<file path="config.mk">
export PLATFORM = sky130hd
export DESIGN_NAME = running_gcd_of_sequence_unit_flat
export DESIGN_NICKNAME = d
export VERILOG_FILES = /design/src/design/rgcd_pkg.sv /design/src/design/rgcd_req_if.sv /design/src/design/rgcd_rsp_if.sv /design/src/design/rgcd_ctrl.sv /design/src/design/rgcd_dp.sv /design/src/design/running_gcd_of_sequence_unit.sv /design/src/flat_wrapper.sv
export SDC_FILE = /design/constraint.sdc
export NUM_CORES = 1
export LEC_CHECK = 0
export BUFFER_PORTS_ARGS = -buffer_cell sky130_fd_sc_hd__buf_2
export CAP_MARGIN = 10
export CORE_AREA = 2 2 149 151
export CTS_CLUSTER_DIAMETER = 60
export DETAILED_ROUTE_END_ITERATION = 7
export DIE_AREA = 0 0 151 153
export GPL_ROUTABILITY_DRIVEN = 0
export PLACE_DENSITY = 0.75
export SYNTH_ARGS = -nofsm -noshare
export SYNTH_HDL_FRONTEND = slang
export SYNTH_SLANG_ARGS = --single-unit
</file>
<file path="constraint.sdc">
create_clock -name clock -period 3.3 [get_ports clock]
set_clock_uncertainty 0.2 [all_clocks]
set_input_delay 0 -clock clock [delete_from_list [all_inputs] [get_ports clock]]
set_output_delay 0 -clock clock [all_outputs]
set_load 0.05 [all_outputs]
</file>
<file path="src/design/rgcd_pkg.sv">
// Shared types and constants for the running GCD unit.
// No dependencies; every other design file refers to this package by scoped names.
package rgcd_pkg;

   localparam int unsigned VALUE_WIDTH = 32;
   localparam int unsigned VALUE_W     = 32;
   localparam int unsigned GCD_RESULT_W = 32;
   localparam int unsigned SHIFT_W     = $clog2(VALUE_WIDTH);

   typedef enum logic [2:0] {
      ST_IDLE = 3'b001,
      ST_CALC = 3'b010,
      ST_DONE = 3'b100
   } state_type;

   // Controller to datapath
   typedef struct packed {
      logic load;   // take the accepted request into the operand registers
      logic step;   // one binary GCD iteration
      logic store;  // write the finished GCD back to the running value
      logic emit;   // move the running value to the response register and clear
   } cmd_type;

   // Datapath to controller
   typedef struct packed {
      logic skip;      // first element of a sequence, or running value already one
      logic done;      // one operand has reached zero
      logic last;      // the request in flight closes its sequence
      logic out_free;  // response register can take a new result this cycle
   } stat_type;

endpackage

</file>
<file path="src/design/rgcd_req_if.sv">
// Request channel: valid/ready handshake carrying one sequence element.
// Depends on rgcd_pkg for field widths.
interface rgcd_req_if;
   logic                             valid;
   logic                             ready;
   logic [rgcd_pkg::VALUE_W-1:0]     value;
   logic                             last;

   modport source (output valid, output value, output last, input ready);
   modport sink   (input valid, input value, input last, output ready);
endinterface

</file>
<file path="src/design/rgcd_rsp_if.sv">
// Response channel: valid/ready handshake carrying one sequence GCD.
// Depends on rgcd_pkg for field widths.
interface rgcd_rsp_if;
   logic                               valid;
   logic                               ready;
   logic [rgcd_pkg::GCD_RESULT_W-1:0]  gcd_result;

   modport source (output valid, output gcd_result, input ready);
   modport sink   (input valid, input gcd_result, output ready);
endinterface

</file>
<file path="src/design/rgcd_ctrl.sv">
// Sequencing state machine of the running GCD unit.
// Depends on rgcd_pkg (state, command and status types).
module rgcd_ctrl (
   input  logic                clock,
   input  logic                reset,
   input  logic                req_valid,
   output logic                req_ready,
   input  rgcd_pkg::stat_type  stat,
   output rgcd_pkg::cmd_type   cmd
);

   rgcd_pkg::state_type state_ff, state_in;

   assign req_ready = (state_ff == rgcd_pkg::ST_IDLE);

   always_comb begin
      state_in  = state_ff;
      cmd       = '0;
      unique case (state_ff)
         rgcd_pkg::ST_IDLE: begin
            if (req_valid) begin
               cmd.load = 1'b1;
               state_in = stat.skip ? rgcd_pkg::ST_DONE : rgcd_pkg::ST_CALC;
            end
         end
         rgcd_pkg::ST_CALC: begin
            if (stat.done) begin
               cmd.store = 1'b1;
               state_in  = rgcd_pkg::ST_DONE;
            end else begin
               cmd.step = 1'b1;
            end
         end
         rgcd_pkg::ST_DONE: begin
            // a closing request holds here until the response register is free
            if (!stat.last) begin
               state_in = rgcd_pkg::ST_IDLE;
            end else if (stat.out_free) begin
               cmd.emit = 1'b1;
               state_in = rgcd_pkg::ST_IDLE;
            end
         end
         default: state_in = rgcd_pkg::ST_IDLE;
      endcase
   end

   always_ff @(posedge clock) begin
      if (reset) begin
         state_ff <= rgcd_pkg::ST_IDLE;
      end else begin
         state_ff <= state_in;
      end
   end

endmodule

</file>
<file path="src/design/rgcd_dp.sv">
// Datapath of the running GCD unit: running value, binary GCD operands and
// the response register. Depends on rgcd_pkg (widths, command and status types).
module rgcd_dp (
   input  logic                                   clock,
   input  logic                                   reset,
   input  logic [rgcd_pkg::VALUE_W-1:0]           req_value,
   input  logic                                   req_last,
   input  logic                                   rsp_ready,
   output logic                                   rsp_valid,
   output logic [rgcd_pkg::GCD_RESULT_W-1:0]      rsp_gcd_result,
   input  rgcd_pkg::cmd_type                      cmd,
   output rgcd_pkg::stat_type                     stat
);

   localparam int unsigned W = rgcd_pkg::VALUE_WIDTH;

   logic [W-1:0]                      run_ff, run_in;
   logic                              first_ff, first_in;
   logic [W-1:0]                      a_ff, a_in;
   logic [W-1:0]                      b_ff, b_in;
   logic [rgcd_pkg::SHIFT_W-1:0]      k_ff, k_in;
   logic                              last_ff, last_in;
   logic                              valid_ff, valid_in;
   logic [rgcd_pkg::GCD_RESULT_W-1:0] out_ff, out_in;
   logic [W-1:0]                      v_in;

   assign v_in = req_value[W-1:0];

   assign stat.skip     = first_ff || (run_ff == W'(1));
   assign stat.done     = (a_ff == '0) || (b_ff == '0);
   assign stat.last     = last_ff;
   assign stat.out_free = !valid_ff || rsp_ready;

   assign rsp_valid      = valid_ff;
   assign rsp_gcd_result = out_ff;

   always_comb begin
      run_in   = run_ff;
      first_in = first_ff;
      a_in     = a_ff;
      b_in     = b_ff;
      k_in     = k_ff;
      last_in  = last_ff;
      out_in   = out_ff;
      valid_in = valid_ff && !rsp_ready;

      if (cmd.load) begin
         a_in    = v_in;
         b_in    = run_ff;
         k_in    = '0;
         last_in = req_last;
         if (first_ff) begin
            run_in   = v_in;
            first_in = 1'b0;
         end
      end

      if (cmd.step) begin
         // drop common factors of two first, then strip odd-even, then subtract
         priority if (!a_ff[0] && !b_ff[0]) begin
            a_in = a_ff >> 1;
            b_in = b_ff >> 1;
            k_in = k_ff + rgcd_pkg::SHIFT_W'(1);
         end else if (!a_ff[0]) begin
            a_in = a_ff >> 1;
         end else if (!b_ff[0]) begin
            b_in = b_ff >> 1;
         end else if (a_ff >= b_ff) begin
            a_in = a_ff - b_ff;
         end else begin
            b_in = b_ff - a_ff;
         end
      end

      // one operand is zero, so the OR is the other one
      if (cmd.store) begin
         run_in = (a_ff | b_ff) << k_ff;
      end

      if (cmd.emit) begin
         out_in   = rgcd_pkg::GCD_RESULT_W'(run_ff);
         valid_in = 1'b1;
         run_in   = '0;
         first_in = 1'b1;
      end
   end

   always_ff @(posedge clock) begin
      if (reset) begin
         run_ff   <= '0;
         first_ff <= 1'b1;
         valid_ff <= 1'b0;
         last_ff  <= 1'b0;
      end else begin
         run_ff   <= run_in;
         first_ff <= first_in;
         valid_ff <= valid_in;
         last_ff  <= last_in;
      end
   end

   always_ff @(posedge clock) begin
      a_ff   <= a_in;
      b_ff   <= b_in;
      k_ff   <= k_in;
      out_ff <= out_in;
   end

endmodule

</file>
<file path="src/design/running_gcd_of_sequence_unit.sv">
// Running GCD unit top level: controller plus datapath behind two handshake channels.
// Depends on rgcd_pkg, rgcd_req_if, rgcd_rsp_if, rgcd_ctrl and rgcd_dp.
//
// Usage:
//   req_ch carries one unsigned element (value) per request, with last set on
//   the final element of a sequence. rsp_ch returns one gcd_result per
//   sequence, after its last request; other requests give no response.
//   The first element of a sequence loads the running value as it is; each
//   later one folds in with gcd(element, running), gcd(x, 0) = x.
// Timing:
//   One request is in work at a time. A request that opens a sequence, or
//   finds the running value already one, goes from load straight to the
//   final state; any other request runs the binary GCD iterations in the
//   single subtract-and-shift unit of the datapath, one step per cycle, then
//   writes the result back to the running value before the final state.
//   A response is visible the cycle after the last request finishes.
// Reset:
//   Synchronous, active high; clears the running value, marks the next
//   request as the start of a sequence and empties the response register.
// Stalls:
//   A waiting response does not block requests that do not close a sequence;
//   a closing request holds in its final state until the response is taken.
module running_gcd_of_sequence_unit (
   input  logic         clock,
   input  logic         reset,
   rgcd_req_if.sink     req_ch,
   rgcd_rsp_if.source   rsp_ch
);

   rgcd_pkg::cmd_type  cmd;
   rgcd_pkg::stat_type stat;

   // sequencing: when to accept, iterate, write back and emit
   rgcd_ctrl u_ctrl (
      .clock     (clock),
      .reset     (reset),
      .req_valid (req_ch.valid),
      .req_ready (req_ch.ready),
      .stat      (stat),
      .cmd       (cmd)
   );

   // operands, running value and the response register
   rgcd_dp u_dp (
      .clock          (clock),
      .reset          (reset),
      .req_value      (req_ch.value),
      .req_last       (req_ch.last),
      .rsp_ready      (rsp_ch.ready),
      .rsp_valid      (rsp_ch.valid),
      .rsp_gcd_result (rsp_ch.gcd_result),
      .cmd            (cmd),
      .stat           (stat)
   );

endmodule

</file>
<file path="src/flat_wrapper.sv">
// flat-port wrapper written by rule: the top's interface ports become plain ports
module running_gcd_of_sequence_unit_flat 
  (clock, reset, req_ch_valid, req_ch_value, req_ch_last, req_ch_ready, rsp_ch_valid, rsp_ch_gcd_result, rsp_ch_ready);
  rgcd_req_if req_ch_i ();
  rgcd_rsp_if rsp_ch_i ();
  input  logic clock;
  input  logic reset;
  input wire logic [$bits(req_ch_i.valid)-1:0] req_ch_valid;
  input wire logic [$bits(req_ch_i.value)-1:0] req_ch_value;
  input wire logic [$bits(req_ch_i.last)-1:0] req_ch_last;
  output wire logic [$bits(req_ch_i.ready)-1:0] req_ch_ready;
  output wire logic [$bits(rsp_ch_i.valid)-1:0] rsp_ch_valid;
  output wire logic [$bits(rsp_ch_i.gcd_result)-1:0] rsp_ch_gcd_result;
  input wire logic [$bits(rsp_ch_i.ready)-1:0] rsp_ch_ready;
  assign req_ch_i.valid = req_ch_valid;
  assign req_ch_i.value = req_ch_value;
  assign req_ch_i.last = req_ch_last;
  assign req_ch_ready = req_ch_i.ready;
  assign rsp_ch_valid = rsp_ch_i.valid;
  assign rsp_ch_gcd_result = rsp_ch_i.gcd_result;
  assign rsp_ch_i.ready = rsp_ch_ready;
  running_gcd_of_sequence_unit u_core (.clock(clock), .reset(reset), .req_ch(req_ch_i), .rsp_ch(rsp_ch_i));
endmodule
</file>
==> impl_metrics.toml, run 1 <==
[timing]
max_clock_freq_mhz = 308
finalMaxSlewViolations = 0
finalWorstPathRequiredPeriod_ps = 3250
max_slew.worst_pin.slew_ps = 1020
layout_worst_path_cycle_share_pct = 98.5
slew_headroom_pct = 32.2
setup-violations-final = 0
hold_violations = 0
finalSetupTns_ps = 0

[logic_synthesis]
yosysUniqueCellTypes = 88
post_synth.cell_area_avg_sq_um = 8.02
syn-num-nets = 1631
ys.flop_type = "sky130_fd_sc_hd__dfxtp_1"
synth_warnings = 0
synthDominantCellAreaShare_pct = 17.8
syn_area_sq_mm = 0.0120
netlist_top_cells_area = "sky130_fd_sc_hd__dfxtp_1, sky130_fd_sc_hd__ha_1, sky130_fd_sc_hd__edfxtp_1, sky130_fd_sc_hd__a21oi_1, sky130_fd_sc_hd__nor2_1"
yosys_register_bits = 139
synth_largest_area_cell = "sky130_fd_sc_hd__dfxtp_1"
post_synthesis_sequential_area_ratio_pct = 25.9
synth-edff-count = 32
syn_inst = 1496
asyncSetResetFlopFracSynth_pct = 0

[clock_network]
clk_pin_slew_worst_paths_ps = 70
clk-insertion-delay-late_ps = 440
cts_num_sinks = 139
cts_root_buffer = "sky130_fd_sc_hd__clkbuf_16"
cts_tree = "yes"
tritoncts.num_buffers = 17
cts.htree.levels = 4
clock_tree_buffer_depth = 2

[worst_setup_path]
cpMaxStageDelayCell = "sky130_fd_sc_hd__dlygate4sd3_1"
wp_data_required_ps = 3480
reg2reg_from = "u_core.u_dp.b_ff[19]"
worstSetupPathDepth = 10
path_cells = "buf_4 > nor4_1 > nand4_1 > o22ai_2 > buf_4 > nor2_2 > buf_4 > a211o_1 > a21oi_1 > dlygate4sd3_1"
family_of_cells_with_the_greatest_summed_delay_on_the_critical_path = "buffers and inverters"
timing.critical_path.slowest_cell_delay_ps = 590
rr_endpoint = "u_core.u_ctrl.state_ff[2]"
reg2reg_depth = 10
worst-setup-path-type = "reg -> reg"
number_of_buffer_and_inverter_instances_along_the_worst_setup_path = 4
crit_arrival_ps = 3430
end_kind = "flop"
timing.critical_path.from_type = "flop"
worst-r2r-setup-slack_ps = 50
worst_path_most_repeated_cell = "sky130_fd_sc_hd__buf_4"
crit_fanout = 10

[placement]
io_buffer_count = 70
post-dp-hpwl_um = 35800

[power_and_ir_drop]
vdd.ir_drop.worst_uv = 420
power.density_mw_per_mm2 = 1070
totalPowerFinal_uw = 15800
power_leakage_uw = 0.00579

[routing]
first_iter_violations = 2261
avg_wl_per_cell_um = 23.8
via_to_cell_ratio = 6.71
vias = 13300
drt_pass1_iterations = 7
drt.antenna.violating_nets = 0
finalWirelength_um = 47100
drc = 0

[floorplanning]
start_util_pct = 55.9
floorplan.die.height_um = 153
ioPinCount = 71
rows = 54
floorplan.core_area_sq_mm = 0.0215
die-area_sq_mm = 0.0231
die_w_um = 151

[grt]
grt_antenna_before_repair = 0
number_of_global_route_vias_before_repair = 12600
met3_usage_pct = 13.9
globalRoute.busiestLayer = "met2"
grt_use_total_pct = 40.4
grtUsageMet1_pct = 50.8
grt_start_max_net_pins = 101
grt_util_met2_pct = 59.6
grt_remaining_overflow = 0
grt_first_pass_wirelength_um = 70700

[job]
max-cap-violations = 0

[worst_hold_path]
hold_path_depth = 3
timing.hold.worst_endpoint = "u_core.u_ctrl.state_ff[1]"
hold_path.startpoint = "reset"
timing.hold.worst.class = "in -> reg"

[final_layout]
area.growth.synth_to_final_pct = 22.4
layout.nets = 1820
final_core_util_pct = 68.4
layout-drive-gt1-share_pct = 21.1

[outcome]
status = "finished, final reports clean"
## kinds of logic (layout without fill, tap and decap cells)
group	Yosys count	in the layout	synth area share (%)
muxes	74	74	9.11
buffers and inverters	202	404	6.96
other	0	1	0
xor gates and xnor gates	55	55	4.01
adders and majority gates	98	98	10.3
DFF	139	139	25.9
AOI/OAI and AO/OA	450	450	24.6
and+or+nand+nor	478	478	19.1
## synth_stat cells (all sizes together), types with 4 or more instances
cell type,count
a211o,4
a211oi,28
a21boi,8
a21o,5
a21oi,145
a221oi,22
a22oi,15
a2bb2oi,8
a311oi,4
a31oi,14
and2,8
buf,42
clkbuf,53
clkinv,4
dfxtp,107
edfxtp,32
ha,96
inv,103
mux2,12
mux2i,35
mux4,27
nand2,95
nand2b,9
nand3,29
nand4,13
nor2,183
nor2b,22
nor3,44
nor4,46
o211ai,15
o21ai,84
o21bai,14
o221ai,24
o22ai,16
o31ai,19
or2,9
or3,7
xnor2,52
## power breakdown
| group | internal (uW) | switching [uW] | leakage (uW) |
|---|---|---|---|
| Sequential | 2140 | 434 | 0.00118 |
| Clock | 991 | 899 | 0.000260 |
| Combinational | 4600 | 6710 | 0.00435 |
## worst max path at each step
stage / slack, ps / start / end
finish: 50 / u_core.u_dp.b_ff[19] / u_core.u_ctrl.state_ff[2]
global route: -40 / u_core.u_dp.a_ff[0] / u_core.u_dp.b_ff[30]
CTS: 9 / u_core.u_dp.a_ff[1] / u_core.u_dp.a_ff[31]
detailed placement: -30 / u_core.u_dp.a_ff[16] / u_core.u_dp.b_ff[30]
global placement: 10 / u_core.u_dp.a_ff[16] / u_core.u_dp.b_ff[30]
floorplan: 3 / u_core.u_dp.rsp_valid / u_core.u_dp.run_ff[10]
## stage by stage
step           hold slack [ps]  instances  instance area, sq um  setup slack [ps]
6_report                   166       1979                 14700              48.0
3_3_place_gp              40.9       1905                 13600              12.6
4_1_cts                    147       1976                 14500              9.37
3_5_place_dp              53.6       1905                 13600             -26.8
2_1_floorplan             -131       1496                 12000              2.62
5_1_grt                    213       1978                 14700             -36.8
## layout by cell type (no fill, tap or decap), drive strengths merged, types with 16 or more instances in the layout
master	n
o221ai	24
mux2i	35
o21ai	84
buf	226
a21oi	145
nand3	29
clkbuf	18
a211oi	28
nor4	46
o31ai	19
nor2b	22
nor2	183
a221oi	22
inv	111
o22ai	16
mux4	27
nand2	95
edfxtp	32
xnor2	52
ha	96
nor3	44
dlygate4sd3	39
dfxtp	107
## state kept, by name (all words and copies together), names as in the netlist
name                        cells
u_core.u_ctrl.state_ff          3
u_core.u_dp.k_ff                5
u_core.u_dp.rsp_gcd_result     32
u_core.u_dp.first_ff            1
u_core.u_dp.last_ff             1
u_core.u_dp.a_ff               32
u_core.u_dp.rsp_valid           1
u_core.u_dp.b_ff               32
u_core.u_dp.run_ff             32
## per-layer routing
layer	wire length (um)	part of all wire, %
met1	16700	35
met2	19700	42
met3	7320	16
met4	3380	7.2
met5	0	0
## what timing repair did
action                                 in CTS  in global routing
hold buffers                               39                  0
pin swaps                                   0                  3
setup endpoints to repair                   1                 52
setup buffers                               0                  2
resized for setup                           1                 34
endpoints found under the hold margin      76                  0
## worst reg2reg max path: cells and delay by family, from the launching register on
family / cells / cell delay, ps
simple gates: 3 / 880
flops: 1 / 320
compound gates: 3 / 670
buf+inv: 4 / 1120
## final cells by class
class | instances | area, sq um
well taps | 280 | 350
diodes | 1 | 2.50
inverters | 107 | 402
repair buffers | 265 | 2020
clock buffers | 18 | 429
fillers | 1666 | 6800
flip-flops and latches | 139 | 3110
multi-input cells | 1155 | 8250
clock inverters | 14 | 125
No activity file was read; power rests on OpenSTA's default activity.
==> inputs of run 2 (changes only) <==
CORE_AREA = 2 2 204 206   (was 2 2 149 151)
DIE_AREA = 0 0 206 208   (was 0 0 151 153)
PLACE_DENSITY = 0.44   (was 0.75)
==> run 2 against run 1 <==
- the run now ends with setup timing left
- maximum frequency decreased by 1.7%
- combinational power is 9.7% higher
- die area is 85% higher
- global-route usage shrank 15 points
- sequential share of layout area fell by 1.5 points
- sequential cell count is the same
- register-to-register slack lost 50 ps
- critical path depth increased by 3
- sequential power down 2%
- final cell count is 18% higher
- first-iteration DRC count fell by 53%
- largest cell class unchanged
- largest power group unchanged
==> impl_metrics.toml, run 2 (synthesized netlist as in run 1, its figures left out) <==
[routing]
drt_pass1_iterations = 5
via_to_cell_ratio = 5.58
first_iter_violations = 1069
finalWirelength_um = 54800
drt.antenna.violating_nets = 0
drc = 0
vias = 13000
avg_wl_per_cell_um = 23.6

[worst_setup_path]
crit_arrival_ps = 3450
crit_fanout = 7
end_kind = "flop"
worst-setup-path-type = "reg -> reg"
timing.critical_path.from_type = "flop"
wp_data_required_ps = 3440

[floorplanning]
ioPinCount = 71
floorplan.core_area_sq_mm = 0.0406
rows = 74
die-area_sq_mm = 0.0428
floorplan.die.height_um = 208
start_util_pct = 29.6
die_w_um = 206

[power_and_ir_drop]
p_comb_share_pct = 73.7
power_leakage_uw = 0.00628
power.density_mw_per_mm2 = 1070
p_switching_uw = 8490
p_int_uw = 8400
power.clock.fraction_pct = 11.4
switching_part_of_the_total_pct = 50.3
vdd.ir_drop.worst_uv = 427
power.sequential.fraction_pct = 14.9

[clock_network]
clk-insertion-delay-late_ps = 450
cts_tree = "yes"
cts_num_sinks = 139
cts.htree.levels = 4
clock_tree_buffer_depth = 2
cts_root_buffer = "sky130_fd_sc_hd__clkbuf_16"
clk_pin_slew_worst_paths_ps = 70
tritoncts.num_buffers = 17

[timing]
layout_worst_path_cycle_share_pct = 100
hold_violations = 0
slew_headroom_pct = 37.3
worst_setup_slack_after_layout_ps = -6.57
finalWorstPathRequiredPeriod_ps = 3310
max_clock_freq_mhz = 302
max_slew.worst_pin.slew_ps = 932
timing.hold.ws_ps = 150
finalMaxSlewViolations = 0
grt_setup_unrepaired = "true"
setup-violations-final = 1

[final_layout]
layout.cells.most_common_list = "sky130_fd_sc_hd__buf_4, sky130_fd_sc_hd__nor2_1, sky130_fd_sc_hd__a21oi_1, sky130_fd_sc_hd__dfxtp_1, sky130_fd_sc_hd__inv_1"
fill_cells = 4209
layout-drive-gt1-share_pct = 25.5
layout.nets = 1916
register_area_sq_mm = 0.00311
final_core_util_pct = 39.0
area.growth.synth_to_final_pct = 31.8
footprint_of_the_multi_input_gates_sq_mm = 0.00830
insertedDiodeCount = 0
final_common_cell = "sky130_fd_sc_hd__buf_4"

[grt]
grt_use_total_pct = 25.3
grt_start_max_net_pins = 50
number_of_global_route_vias_before_repair = 12400
grt_remaining_overflow = 0
grt_antenna_before_repair = 0
grt_first_pass_wirelength_um = 80300

[placement]
io_buffer_count = 70
preCtsSetupSlack_ps = -266
post-dp-hpwl_um = 44700

[worst_hold_path]
timing.hold.worst.class = "in -> reg"

[outcome]
violations = "setup timing"
status = "finished with violations"

[job]
max-cap-violations = 0
==> run 2: cell types whose count changed in the layout (fill, tap and decap cells not counted), sizes merged <==
cell / change
diode: -1
and3: +1
clkinv: -1
dlygate4sd3: -1
buf: +96
inv: +1
==> run 2: layout make-up <==
| type | count | share of cell area (%) |
|---|---|---|
| Multi-Input combinational cell | 1156 | 52.5 |
| Sequential cell | 139 | 19.7 |
| Timing Repair Buffer | 360 | 17.6 |
| Tap cell | 532 | 4.21 |
| Clock buffer | 18 | 2.71 |
| Inverter | 107 | 2.54 |
| Clock inverter | 14 | 0.791 |
==> run 2: power by group through the flow <==
stage / Clock [uW] / Sequential [uW] / Combinational, uW
2_1_floorplan: 0 / 2470 / 6890
3_3_place_gp: 0 / 2530 / 11700
3_5_place_dp: 0 / 2540 / 11700
4_1_cts: 1950 / 2510 / 11800
5_1_grt: 2010 / 2560 / 13300
6_report: 1920 / 2520 / 12400
==> run 2: worst max-delay path: stages (launching register included) <==
cell and delay, ps:
sky130_fd_sc_hd__dfxtp_2 350, sky130_fd_sc_hd__inv_1 70, sky130_fd_sc_hd__ha_1 330, sky130_fd_sc_hd__buf_6 150, sky130_fd_sc_hd__nor2b_1 50, sky130_fd_sc_hd__o21bai_1 280
sky130_fd_sc_hd__a21oi_2 120, sky130_fd_sc_hd__a2111o_1 420, sky130_fd_sc_hd__and3_4 200, sky130_fd_sc_hd__buf_4 150, sky130_fd_sc_hd__nor3_4 300, sky130_fd_sc_hd__buf_12 170
sky130_fd_sc_hd__nand4_1 200, sky130_fd_sc_hd__o221a_1 190
==> run 2: repair_timing <==
action | in CTS | in global routing
endpoints found under the setup margin | 20 | 47
hold endpoints to repair | 78 | 0
cloned | 0 | 1
hold buffers | 38 | 0
pin swaps | 2 | 7
resized for setup | 8 | 35
buffers inserted | 0 | 3
==> run 2: worst paths after layout <==
check / depth (start not counted) / slack, ps / to / start
setup / recovery: 13 / -7 / u_core.u_dp.b_ff[29] / u_core.u_dp.a_ff[17]
hold / removal: 3 / 150 / u_core.u_ctrl.state_ff[1] / reset
setup reg to reg: 13 / -7 / u_core.u_dp.b_ff[29] / u_core.u_dp.a_ff[17]
hold reg to reg: 2 / 270 / u_core.u_dp.first_ff / u_core.u_dp.first_ff
==> run 2: per-stage QoR <==
step,total power (uW),instance area [sq um],std cells,setup TNS [ps]
floorplan,9360,12000,1496,0
global placement,14300,14600,2252,-1750
detailed placement,14200,14600,2252,-535
CTS,16300,15600,2322,0
global route,17900,15800,2326,-305
finish,16900,15800,2326,-6.57
==> run 2: per-layer routing <==
layer	vias to the layer above	track usage [%]	wire length, um
met1	6267	34.3	23800
met4	0	9.70	1980
met3	92	4.12	3960
met2	568	39.9	25000
met5	-	0	0
li1	6051	-	-
